--- config.mk ---
export PLATFORM = sky130hd
export DESIGN_NAME = pid_controller_dual_form_unit
export DESIGN_NICKNAME = d
export VERILOG_FILES = /design/src/sv/pidcdf_pkg.sv /design/src/sv/pidcdf_cfg_regs.sv /design/src/sv/pidcdf_err_stage.sv /design/src/sv/pidcdf_mac.sv /design/src/sv/pidcdf_out_stage.sv /design/src/sv/pid_controller_dual_form_unit.sv
export SDC_FILE = /design/constraint.sdc
export NUM_CORES = 2
export LEC_CHECK = 0
export BUFFER_PORTS_ARGS = -buffer_cell sky130_fd_sc_hd__buf_2
export CAP_MARGIN = 25
export CORE_MARGIN = 5
export CORE_UTILIZATION = 45
export DETAILED_ROUTE_END_ITERATION = 12
export GPL_TIMING_DRIVEN = 0
export PLACE_DENSITY_LB_ADDON = 0.05
export SLEW_MARGIN = 10
export SYNTH_ARGS = -nofsm -noshare
export SYNTH_HDL_FRONTEND = slang
export SYNTH_SLANG_ARGS = --single-unit
export TNS_END_PERCENT = 1
--- constraint.sdc ---
create_clock -name clk -period 22.2 [get_ports clk]
set_clock_uncertainty 0.1 [all_clocks]
set_input_delay 3.33 -clock clk [delete_from_list [all_inputs] [get_ports clk]]
set_output_delay 3.33 -clock clk [all_outputs]
set_load 0.02 [all_outputs]
--- src/sv/pidcdf_pkg.sv ---
// Package for the dual-form PID controller: register indexes, configuration
// bundle, operand and product records shared by the pipeline stages.
// No dependencies.
package pidcdf_pkg;

	localparam int GainW  = 16;
	localparam int SmpW   = 16;
	localparam int ErrW   = 17;
	localparam int D1W    = 18;
	localparam int D2W    = 19;
	localparam int IntW   = 32;
	localparam int PdW    = 35;
	localparam int IpW    = 48;
	localparam int AccW   = 50;
	localparam int FracW  = 8;
	localparam int ShW    = AccW - FracW;
	localparam int SumW   = ShW + 1;
	localparam int IdxW   = 3;
	localparam int CfgDW  = 32;
	localparam int IlimW  = 31;
	localparam int OlimW  = 15;
	localparam int ThrW   = 16;

	typedef enum logic [IdxW-1:0] {
		REG_INC_MODE  = 3'd0,
		REG_SEP_EN    = 3'd1,
		REG_GAIN_P    = 3'd2,
		REG_GAIN_I    = 3'd3,
		REG_GAIN_D    = 3'd4,
		REG_INT_LIMIT = 3'd5,
		REG_OUT_LIMIT = 3'd6,
		REG_SEP_THR   = 3'd7
	} reg_idx_t;

	typedef struct packed {
		logic                    incremental;
		logic                    sep_en;
		logic signed [GainW-1:0] gain_p;
		logic signed [GainW-1:0] gain_i;
		logic signed [GainW-1:0] gain_d;
		logic [IlimW-1:0]        int_lim;
		logic [OlimW-1:0]        out_lim;
		logic [ThrW-1:0]         sep_thr;
	} cfg_t;

	typedef struct packed {
		logic signed [D2W-1:0]  p_op;
		logic signed [IntW-1:0] i_op;
		logic signed [D2W-1:0]  d_op;
	} ops_t;

	typedef struct packed {
		logic signed [PdW-1:0] p_prod;
		logic signed [IpW-1:0] i_prod;
		logic signed [PdW-1:0] d_prod;
	} prod_t;

endpackage

--- src/sv/pidcdf_cfg_regs.sv ---
// Configuration register file of the dual-form PID controller.
// Depends on pidcdf_pkg.
module pidcdf_cfg_regs (
	input  logic                          clk,
	input  logic                          arst_n,
	input  logic                          cfg_valid,
	output logic                          cfg_ready,
	input  logic [pidcdf_pkg::IdxW-1:0]   cfg_index,
	input  logic [pidcdf_pkg::CfgDW-1:0]  cfg_data,
	output pidcdf_pkg::cfg_t              cfg
);
	import pidcdf_pkg::*;

	cfg_t cfg_q;

	assign cfg_ready = 1'b1;
	assign cfg       = cfg_q;

	always_ff @(posedge clk or negedge arst_n) begin
		if (!arst_n) begin
			cfg_q.incremental <= 1'b0;
			cfg_q.sep_en      <= 1'b0;
			cfg_q.gain_p      <= '0;
			cfg_q.gain_i      <= '0;
			cfg_q.gain_d      <= '0;
			cfg_q.int_lim     <= '1;
			cfg_q.out_lim     <= '1;
			cfg_q.sep_thr     <= '1;
		end else if (cfg_valid && cfg_ready) begin
			unique case (reg_idx_t'(cfg_index))
				REG_INC_MODE:  cfg_q.incremental <= cfg_data[0];
				REG_SEP_EN:    cfg_q.sep_en      <= cfg_data[0];
				REG_GAIN_P:    cfg_q.gain_p      <= cfg_data[GainW-1:0];
				REG_GAIN_I:    cfg_q.gain_i      <= cfg_data[GainW-1:0];
				REG_GAIN_D:    cfg_q.gain_d      <= cfg_data[GainW-1:0];
				REG_INT_LIMIT: cfg_q.int_lim     <= cfg_data[IlimW-1:0];
				REG_OUT_LIMIT: cfg_q.out_lim     <= cfg_data[OlimW-1:0];
				REG_SEP_THR:   cfg_q.sep_thr     <= cfg_data[ThrW-1:0];
				default:       cfg_q             <= cfg_q;
			endcase
		end
	end

endmodule

--- src/sv/pidcdf_err_stage.sv ---
// Input register and error stage: error, differences, clamped integral,
// separation test and multiplier operand selection. Holds the error history.
// Depends on pidcdf_pkg.
module pidcdf_err_stage (
	input  logic                          clk,
	input  logic                          arst_n,
	input  pidcdf_pkg::cfg_t              cfg,
	input  logic                          in_valid,
	output logic                          in_stall,
	input  logic signed [pidcdf_pkg::SmpW-1:0] setpoint,
	input  logic signed [pidcdf_pkg::SmpW-1:0] measurement,
	output logic                          busy,
	output logic                          ops_valid,
	input  logic                          ops_ready,
	output pidcdf_pkg::ops_t              ops
);
	import pidcdf_pkg::*;

	logic signed [SmpW-1:0] sp_s1, ms_s1;
	logic                   v_s1;
	ops_t                   ops_s2;
	logic                   v_s2;
	logic signed [ErrW-1:0] e1_q, e2_q;
	logic signed [IntW-1:0] integ_q;

	logic                   rdy1, rdy2, adv1;
	logic signed [ErrW-1:0] err;
	logic [ErrW-1:0]        mag;
	logic signed [D1W-1:0]  d1;
	logic signed [D2W-1:0]  d2;
	logic signed [IntW:0]   isum, ilim;
	logic signed [IntW-1:0] integ_nxt;
	logic                   use_i;
	ops_t                   ops_nxt;

	assign rdy2      = !v_s2 || ops_ready;
	assign rdy1      = !v_s1 || rdy2;
	assign adv1      = v_s1 && rdy2;
	assign in_stall  = !rdy1;
	assign busy      = v_s1 || v_s2;
	assign ops_valid = v_s2;
	assign ops       = ops_s2;

	always_comb begin
		err = ErrW'(sp_s1) - ErrW'(ms_s1);
		mag = err[ErrW-1] ? ErrW'(-err) : ErrW'(err);
		d1  = D1W'(err) - D1W'(e1_q);
		d2  = D2W'(err) - (D2W'(e1_q) <<< 1) + D2W'(e2_q);
		use_i = !(cfg.sep_en && (mag > ErrW'(cfg.sep_thr)));

		isum = (IntW+1)'(integ_q) + (IntW+1)'(err);
		ilim = $signed({2'b00, cfg.int_lim});
		if (isum > ilim)
			integ_nxt = IntW'(ilim);
		else if (isum < -ilim)
			integ_nxt = IntW'(-ilim);
		else
			integ_nxt = IntW'(isum);

		if (cfg.incremental) begin
			ops_nxt.p_op = D2W'(d1);
			ops_nxt.i_op = IntW'(err);
			ops_nxt.d_op = d2;
		end else begin
			ops_nxt.p_op = D2W'(err);
			ops_nxt.i_op = integ_nxt;
			ops_nxt.d_op = D2W'(d1);
		end
		if (!use_i)
			ops_nxt.i_op = '0;
	end

	always_ff @(posedge clk or negedge arst_n) begin
		if (!arst_n) begin
			v_s1    <= 1'b0;
			v_s2    <= 1'b0;
			e1_q    <= '0;
			e2_q    <= '0;
			integ_q <= '0;
		end else begin
			if (rdy1)
				v_s1 <= in_valid;
			if (rdy2)
				v_s2 <= v_s1;
			if (adv1) begin
				e2_q <= e1_q;
				e1_q <= err;
				if (!cfg.incremental)
					integ_q <= integ_nxt;
			end
		end
	end

	always_ff @(posedge clk) begin
		if (rdy1 && in_valid) begin
			sp_s1 <= setpoint;
			ms_s1 <= measurement;
		end
		if (adv1)
			ops_s2 <= ops_nxt;
	end

endmodule

--- src/sv/pidcdf_mac.sv ---
// Multiply and accumulate stages: three gain products, then the sum
// scaled down by the fraction bits with floor rounding.
// Depends on pidcdf_pkg.
module pidcdf_mac (
	input  logic                          clk,
	input  logic                          arst_n,
	input  pidcdf_pkg::cfg_t              cfg,
	input  logic                          ops_valid,
	output logic                          ops_ready,
	input  pidcdf_pkg::ops_t              ops,
	output logic                          busy,
	output logic                          sh_valid,
	input  logic                          sh_ready,
	output logic signed [pidcdf_pkg::ShW-1:0] sh
);
	import pidcdf_pkg::*;

	prod_t                  prod_s3;
	logic                   v_s3;
	logic signed [ShW-1:0]  sh_s4;
	logic                   v_s4;

	logic                   rdy3, rdy4;
	prod_t                  prod_nxt;
	logic signed [AccW-1:0] acc;

	assign rdy4      = !v_s4 || sh_ready;
	assign rdy3      = !v_s3 || rdy4;
	assign ops_ready = rdy3;
	assign sh_valid  = v_s4;
	assign sh        = sh_s4;
	assign busy      = v_s3 || v_s4;

	always_comb begin
		prod_nxt.p_prod = PdW'(cfg.gain_p) * PdW'(ops.p_op);
		prod_nxt.i_prod = IpW'(cfg.gain_i) * IpW'(ops.i_op);
		prod_nxt.d_prod = PdW'(cfg.gain_d) * PdW'(ops.d_op);
		acc = AccW'(prod_s3.p_prod) + AccW'(prod_s3.i_prod) + AccW'(prod_s3.d_prod);
	end

	always_ff @(posedge clk or negedge arst_n) begin
		if (!arst_n) begin
			v_s3 <= 1'b0;
			v_s4 <= 1'b0;
		end else begin
			if (rdy3)
				v_s3 <= ops_valid;
			if (rdy4)
				v_s4 <= v_s3;
		end
	end

	always_ff @(posedge clk) begin
		if (rdy3 && ops_valid)
			prod_s3 <= prod_nxt;
		if (rdy4 && v_s3)
			sh_s4 <= acc[AccW-1:FracW];
	end

endmodule

--- src/sv/pidcdf_out_stage.sv ---
// Output stage: adds the held output in incremental form, clamps to the
// output limit and holds the drive register, which is also the held output.
// Depends on pidcdf_pkg.
module pidcdf_out_stage (
	input  logic                          clk,
	input  logic                          arst_n,
	input  pidcdf_pkg::cfg_t              cfg,
	input  logic                          sh_valid,
	output logic                          sh_ready,
	input  logic signed [pidcdf_pkg::ShW-1:0] sh,
	output logic                          out_valid,
	input  logic                          out_stall,
	output logic signed [pidcdf_pkg::SmpW-1:0] drive
);
	import pidcdf_pkg::*;

	logic signed [SmpW-1:0] drive_q;
	logic                   out_valid_q;

	logic                   adv;
	logic signed [SumW-1:0] u, lim;
	logic signed [SmpW-1:0] drive_nxt;

	assign sh_ready  = !out_valid_q || !out_stall;
	assign adv       = sh_valid && sh_ready;
	assign out_valid = out_valid_q;
	assign drive     = drive_q;

	always_comb begin
		u   = (cfg.incremental ? SumW'(drive_q) : SumW'(0)) + SumW'(sh);
		lim = $signed({{(SumW-OlimW){1'b0}}, cfg.out_lim});
		if (u > lim)
			drive_nxt = SmpW'(lim);
		else if (u < -lim)
			drive_nxt = SmpW'(-lim);
		else
			drive_nxt = SmpW'(u);
	end

	always_ff @(posedge clk or negedge arst_n) begin
		if (!arst_n) begin
			out_valid_q <= 1'b0;
			drive_q     <= '0;
		end else begin
			if (sh_ready)
				out_valid_q <= sh_valid;
			if (adv)
				drive_q <= drive_nxt;
		end
	end

endmodule

--- src/sv/pid_controller_dual_form_unit.sv ---
// Top level of the dual-form (positional / incremental) PID controller
// with integral separation. Depends on pidcdf_pkg and the pidcdf_* stages.
//
//   channel   direction   handshake              payload
//   in        request in  in_valid / in_stall    setpoint, measurement
//   out       request out out_valid / out_stall  drive
//   cfg       write in    cfg_valid / cfg_ready  cfg_index, cfg_data
//
// One request per cycle while the output is not stalled; the accepting edge loads
// the input register, and the result then passes the error, product, sum and
// output (drive) registers in that order.
// The error/integral stage and the drive register each close their state
// loop in one register. arst_n clears all valids, history, integral and drive;
// configuration returns to its reset values. A stalled output freezes only
// the stages behind it that are full; empty stages keep taking requests.
module pid_controller_dual_form_unit (
	input  logic                               clk,
	input  logic                               arst_n,
	input  logic                               cfg_valid,
	output logic                               cfg_ready,
	input  logic [pidcdf_pkg::IdxW-1:0]        cfg_index,
	input  logic [pidcdf_pkg::CfgDW-1:0]       cfg_data,
	input  logic                               in_valid,
	output logic                               in_stall,
	input  logic signed [pidcdf_pkg::SmpW-1:0] setpoint,
	input  logic signed [pidcdf_pkg::SmpW-1:0] measurement,
	output logic                               out_valid,
	input  logic                               out_stall,
	output logic signed [pidcdf_pkg::SmpW-1:0] drive
);
	import pidcdf_pkg::*;

	cfg_t                  cfg;
	ops_t                  ops;
	logic                  ops_valid, ops_ready;
	logic signed [ShW-1:0] sh;
	logic                  sh_valid, sh_ready;
	logic                  err_busy, mac_busy;

	pidcdf_cfg_regs u_cfg (
		.clk       (clk),
		.arst_n    (arst_n),
		.cfg_valid (cfg_valid),
		.cfg_ready (cfg_ready),
		.cfg_index (cfg_index),
		.cfg_data  (cfg_data),
		.cfg       (cfg)
	);

	pidcdf_err_stage u_err (
		.clk         (clk),
		.arst_n      (arst_n),
		.cfg         (cfg),
		.in_valid    (in_valid),
		.in_stall    (in_stall),
		.setpoint    (setpoint),
		.measurement (measurement),
		.busy        (err_busy),
		.ops_valid   (ops_valid),
		.ops_ready   (ops_ready),
		.ops         (ops)
	);

	pidcdf_mac u_mac (
		.clk       (clk),
		.arst_n    (arst_n),
		.cfg       (cfg),
		.ops_valid (ops_valid),
		.ops_ready (ops_ready),
		.ops       (ops),
		.busy      (mac_busy),
		.sh_valid  (sh_valid),
		.sh_ready  (sh_ready),
		.sh        (sh)
	);

	pidcdf_out_stage u_out (
		.clk       (clk),
		.arst_n    (arst_n),
		.cfg       (cfg),
		.sh_valid  (sh_valid),
		.sh_ready  (sh_ready),
		.sh        (sh),
		.out_valid (out_valid),
		.out_stall (out_stall),
		.drive     (drive)
	);

`ifndef SYNTHESIS
	a_drive_in_limit: assert property (@(posedge clk) disable iff (!arst_n)
		out_valid |-> ($signed({drive[SmpW-1], drive}) <= $signed({2'b00, cfg.out_lim}) &&
			$signed({drive[SmpW-1], drive}) >= -$signed({2'b00, cfg.out_lim})))
		else $error("drive outside output limit");

	a_stall_only_when_full: assert property (@(posedge clk) disable iff (!arst_n)
		in_stall |-> (err_busy && mac_busy && out_valid))
		else $error("input stalled with an empty stage");

	a_out_from_pipe: assert property (@(posedge clk) disable iff (!arst_n)
		$rose(out_valid) |-> $past(sh_valid))
		else $error("result appeared without a request in the sum stage");

	a_no_loss_on_stall: assert property (@(posedge clk) disable iff (!arst_n)
		(sh_valid && out_valid && out_stall) |=> sh_valid)
		else $error("sum stage dropped a request while output stalled");
`endif

endmodule

==> impl_summary.log <==
[metrics] top_reg_cell synth: sky130_fd_sc_hd__edfxtp_1
[metrics] crit share post-route: 0.510
[metrics] area overhead of the layout relative to synthesis: 7.94%
[metrics] insertion delay to the later sink of the worst-skew pair: 0.73 ns
[metrics] post-CTS setup-driven buffer insertion count: 0
[metrics] Req. time, crit path: 22.49 ns
[metrics] drc violations: 0
[metrics] weighted congestion reported at the end of routability-driven placement: 0.936
[metrics] number of cells traversed by the worst register-to-register path: 37
[metrics] detailed-placement wirelength estimate: 176 mm
[metrics] Syn. warnings: 0
[metrics] Register-to-Register Setup Slack: 10.88 ns
[metrics] Die Area: 164000 sq um
[metrics] count of routing violations after the opening detailed-route iteration: 3258
[metrics] critical hold path startpoint: u_err.e1_q[10]
[metrics] share of layout cells above drive strength 1: 0.0621
[metrics] reg2reg start: u_err.sp_s1[0]
[metrics] most area-hungry cell type in the Yosys netlist: sky130_fd_sc_hd__fa_1
[metrics] htree depth: 2
[metrics] most used cells in the layout excluding fill and tap cells: sky130_fd_sc_hd__inv_1, sky130_fd_sc_hd__fa_1, sky130_fd_sc_hd__nand2_1, sky130_fd_sc_hd__ha_1, sky130_fd_sc_hd__and2_1
[metrics] count of hold buffers inserted by post-cts repair: 0
[metrics] highest cell delay on the worst timing path: 0.66 ns
[metrics] multi-input combinational cell area: 51200 sq um
[metrics] crit start category: flip-flop
[metrics] status: finished, final reports clean
[metrics] CP max stage cell: sky130_fd_sc_hd__a2111oi_2
[metrics] reg-to-reg critical path endpoint: u_err.ops[35]
[metrics] wire length after detailed routing: 215 mm
[metrics] Critical Path Source: u_err.sp_s1[0]
[metrics] clock buffer count from CTS: 60
[metrics] mapped cell area: 70100 sq um
[metrics] routed wire length per instance: 22.4 um
[metrics] Hold Fails Final Rpt: 0
[metrics] area taken by flip-flops and latches: 12900 sq um
[metrics] Synth Instances: 7316
[metrics] vias in the first global route: 53.2k
[metrics] accumulated negative setup slack: 0 ns
[metrics] count of cells along the worst hold path: 2
[metrics] clock tree from TritonCTS: built
[metrics] utilization of the core after routing: 0.490
[metrics] Final Instance Area: 75700 sq um
[metrics] Congestion Overflow GR: 0
[metrics] end point of the most critical hold path: u_err.e1_q[10]
[metrics] RSZ-0062 raised after global routing: no
[metrics] Synth Net Count: 9140
[metrics] PostCTS Resize Cnt: 0
[metrics] die height: 405 um
[metrics] placeable core region: 154000 sq um
[metrics] peak fanout along the critical path: 10
[metrics] Antenna Nets Post-Route: 0
[metrics] largest buffer count on any clock path: 3
[metrics] class of the tightest hold or removal check: reg2reg
[metrics] combined global-route utilization of all metal layers: 0.268
[metrics] leading cell types by total area after synthesis: sky130_fd_sc_hd__fa_1, sky130_fd_sc_hd__edfxtp_1, sky130_fd_sc_hd__ha_1
[metrics] critical path capture point type: flip-flop
[metrics] buffer type at the clock tree root: sky130_fd_sc_hd__clkbuf_16
[metrics] min Tclk post-route: 11.32 ns
[metrics] placed instance area: 73400 sq um
[metrics] FFs w/ async S/R, synth: 0.433
[metrics] standard-cell rows: 144
[metrics] filler cell count: 14.6k
[metrics] most common library cell in the layout ignoring fill and taps: sky130_fd_sc_hd__inv_1
[metrics] Starting Density: 0.454
[metrics] worst path arrival time: 11.61 ns
[metrics] detailed-route via count: 51.0k
[metrics] clock slew at the register clock pins of the worst setup and hold paths: 0.06 ns
[metrics] via/cell ratio: 5.31
[metrics] NumNets Final: 9308
[metrics] maximum achievable frequency: 0.0883 GHz
[metrics] slew at the pin closest to its max-slew limit: 1.10 ns
[metrics] initial antenna violation count: 16
[metrics] post-synthesis sequential area ratio: 0.184
[metrics] total setup violations reported at the end of the flow: 0
[metrics] clock sink total: 460
[metrics] global-route wire length before repair: 331 mm
[metrics] max-cap viol count: 0
[metrics] IO Pins: 91
[metrics] remaining max-slew budget at the tightest pin: 0.268
[metrics] detailed-routing iteration count for the pre-antenna-repair pass: 6
[metrics] fraction of post-synthesis cell area in the top cell type by area: 0.329
[metrics] worst setup path class: reg2reg
[metrics] pin count of the biggest net entering global routing: 90
[metrics] max-slew violations: 0
[metrics] die span in x: 405 um
[metrics] Synth Area per Inst: 9.58 sq um
[metrics] distinct cell type count of the synthesized netlist: 96
[metrics] number of flip-flops and latches in the synthesized netlist: 460
[metrics] number of port buffers: 85
[metrics] number of synthesized flops with an enable pin: 261
==> metrics by stage <==
step / hold WS [ns] / instances / setup slack [ns]
finish: 0.383 / 9605 / 10.88
global route: 0.410 / 9585 / 10.35
CTS: 0.386 / 9577 / 11.05
detailed placement: 0.372 / 9463 / 11.10
global placement: 0.364 / 9445 / 10.80
floorplan: 0.350 / 7316 / 13.58
==> sequential cells by signal, indices dropped and copies added, names as in the netlist <==
name / cells
u_mac.prod_s3: 118
u_cfg.cfg: 112
u_err.ops: 69
u_mac.sh: 42
u_err.integ_q: 32
u_err.e1_q: 17
u_err.e2_q: 17
u_err.ms_s1: 16
u_err.sp_s1: 16
u_out.drive: 16
u_err.ops_valid: 1
u_err.v_s1: 1
u_mac.sh_valid: 1
u_mac.v_s3: 1
u_out.out_valid: 1
==> final cells by class <==
| cell class | instances | area share |
|---|---|---|
| Clock buffer | 72 | 0.0215 |
| Buffer | 257 | 0.0135 |
| Timing Repair Buffer | 106 | 0.0102 |
| Tap cell | 2044 | 0.0338 |
| Clock inverter | 42 | 0.00642 |
| Multi-Input combinational cell | 5253 | 0.677 |
| Sequential cell | 460 | 0.170 |
| Antenna cell | 25 | 0.000827 |
| Inverter | 1346 | 0.0668 |
==> critical path: cells and delay by family, from the launching register on <==
kind,cells,cell delay [ns]
compound gates,23,6.39
xor+xnor,2,0.79
fa+ha+maj,4,1.27
buf+inv,4,1.05
flops,1,0.37
mux,2,0.82
simple gates,2,0.18
==> Yosys cell counts (25+ instances only) <==
| cell type | count |
|---|---|
| sky130_fd_sc_hd__nand3_1 | 74 |
| sky130_fd_sc_hd__o21ai_0 | 218 |
| sky130_fd_sc_hd__a21boi_0 | 26 |
| sky130_fd_sc_hd__nor3_1 | 97 |
| sky130_fd_sc_hd__and3_1 | 25 |
| sky130_fd_sc_hd__nand2b_1 | 108 |
| sky130_fd_sc_hd__nor2_1 | 249 |
| sky130_fd_sc_hd__o21bai_1 | 36 |
| sky130_fd_sc_hd__xnor2_1 | 220 |
| sky130_fd_sc_hd__a21o_1 | 97 |
| sky130_fd_sc_hd__nor2b_1 | 53 |
| sky130_fd_sc_hd__nand2_1 | 914 |
| sky130_fd_sc_hd__xor2_1 | 64 |
| sky130_fd_sc_hd__inv_1 | 1344 |
| sky130_fd_sc_hd__mux2_2 | 129 |
| sky130_fd_sc_hd__fa_1 | 1153 |
| sky130_fd_sc_hd__and2_1 | 439 |
| sky130_fd_sc_hd__o31ai_1 | 44 |
| sky130_fd_sc_hd__o21a_1 | 53 |
| sky130_fd_sc_hd__dfrtp_1 | 137 |
| sky130_fd_sc_hd__dfstp_2 | 62 |
| sky130_fd_sc_hd__ha_1 | 599 |
| sky130_fd_sc_hd__edfxtp_1 | 261 |
| sky130_fd_sc_hd__a21oi_1 | 252 |
| sky130_fd_sc_hd__a211oi_1 | 35 |
| sky130_fd_sc_hd__mux2i_1 | 29 |
| sky130_fd_sc_hd__nand4_1 | 39 |
| sky130_fd_sc_hd__clkbuf_1 | 236 |
==> kinds of logic (layout without fill, tap and decap cells) <==
logic type | after synthesis | count (layout) | synth area share
AOI/OAI and AO/OA | 958 | 958 | 0.0889
xor gates and xnor gates | 284 | 284 | 0.0355
buffers and inverters | 1603 | 1823 | 0.0866
and+or+nand+nor | 2100 | 2100 | 0.144
adders and majority gates | 1752 | 1752 | 0.436
DFF | 460 | 460 | 0.184
muxes | 158 | 158 | 0.0249
other | 1 | 26 | 0.0000535
==> per-layer routing <==
layer,global-route usage,up-vias,share of wire
li1,-,23700,-
met1,0.363,25600,0.44
met2,0.428,1371,0.46
met3,0.0614,276,0.073
met4,0.0890,6,0.035
met5,0,-,0.00014
==> how the worst max path moves through the flow <==
stage,to,slack (ns),cells after the start
floorplan,u_err.ops[20],13.58,37
global placement,u_err.ops[35],10.80,37
detailed placement,u_err.ops[35],11.10,37
CTS,u_err.ops[35],11.05,37
global route,u_err.ops[35],10.35,38
finish,u_err.ops[35],10.88,37
Power is left out: the tool's default activity adds up to more than one toggle a clock period on the data nets, which glitch-free logic cannot reach.
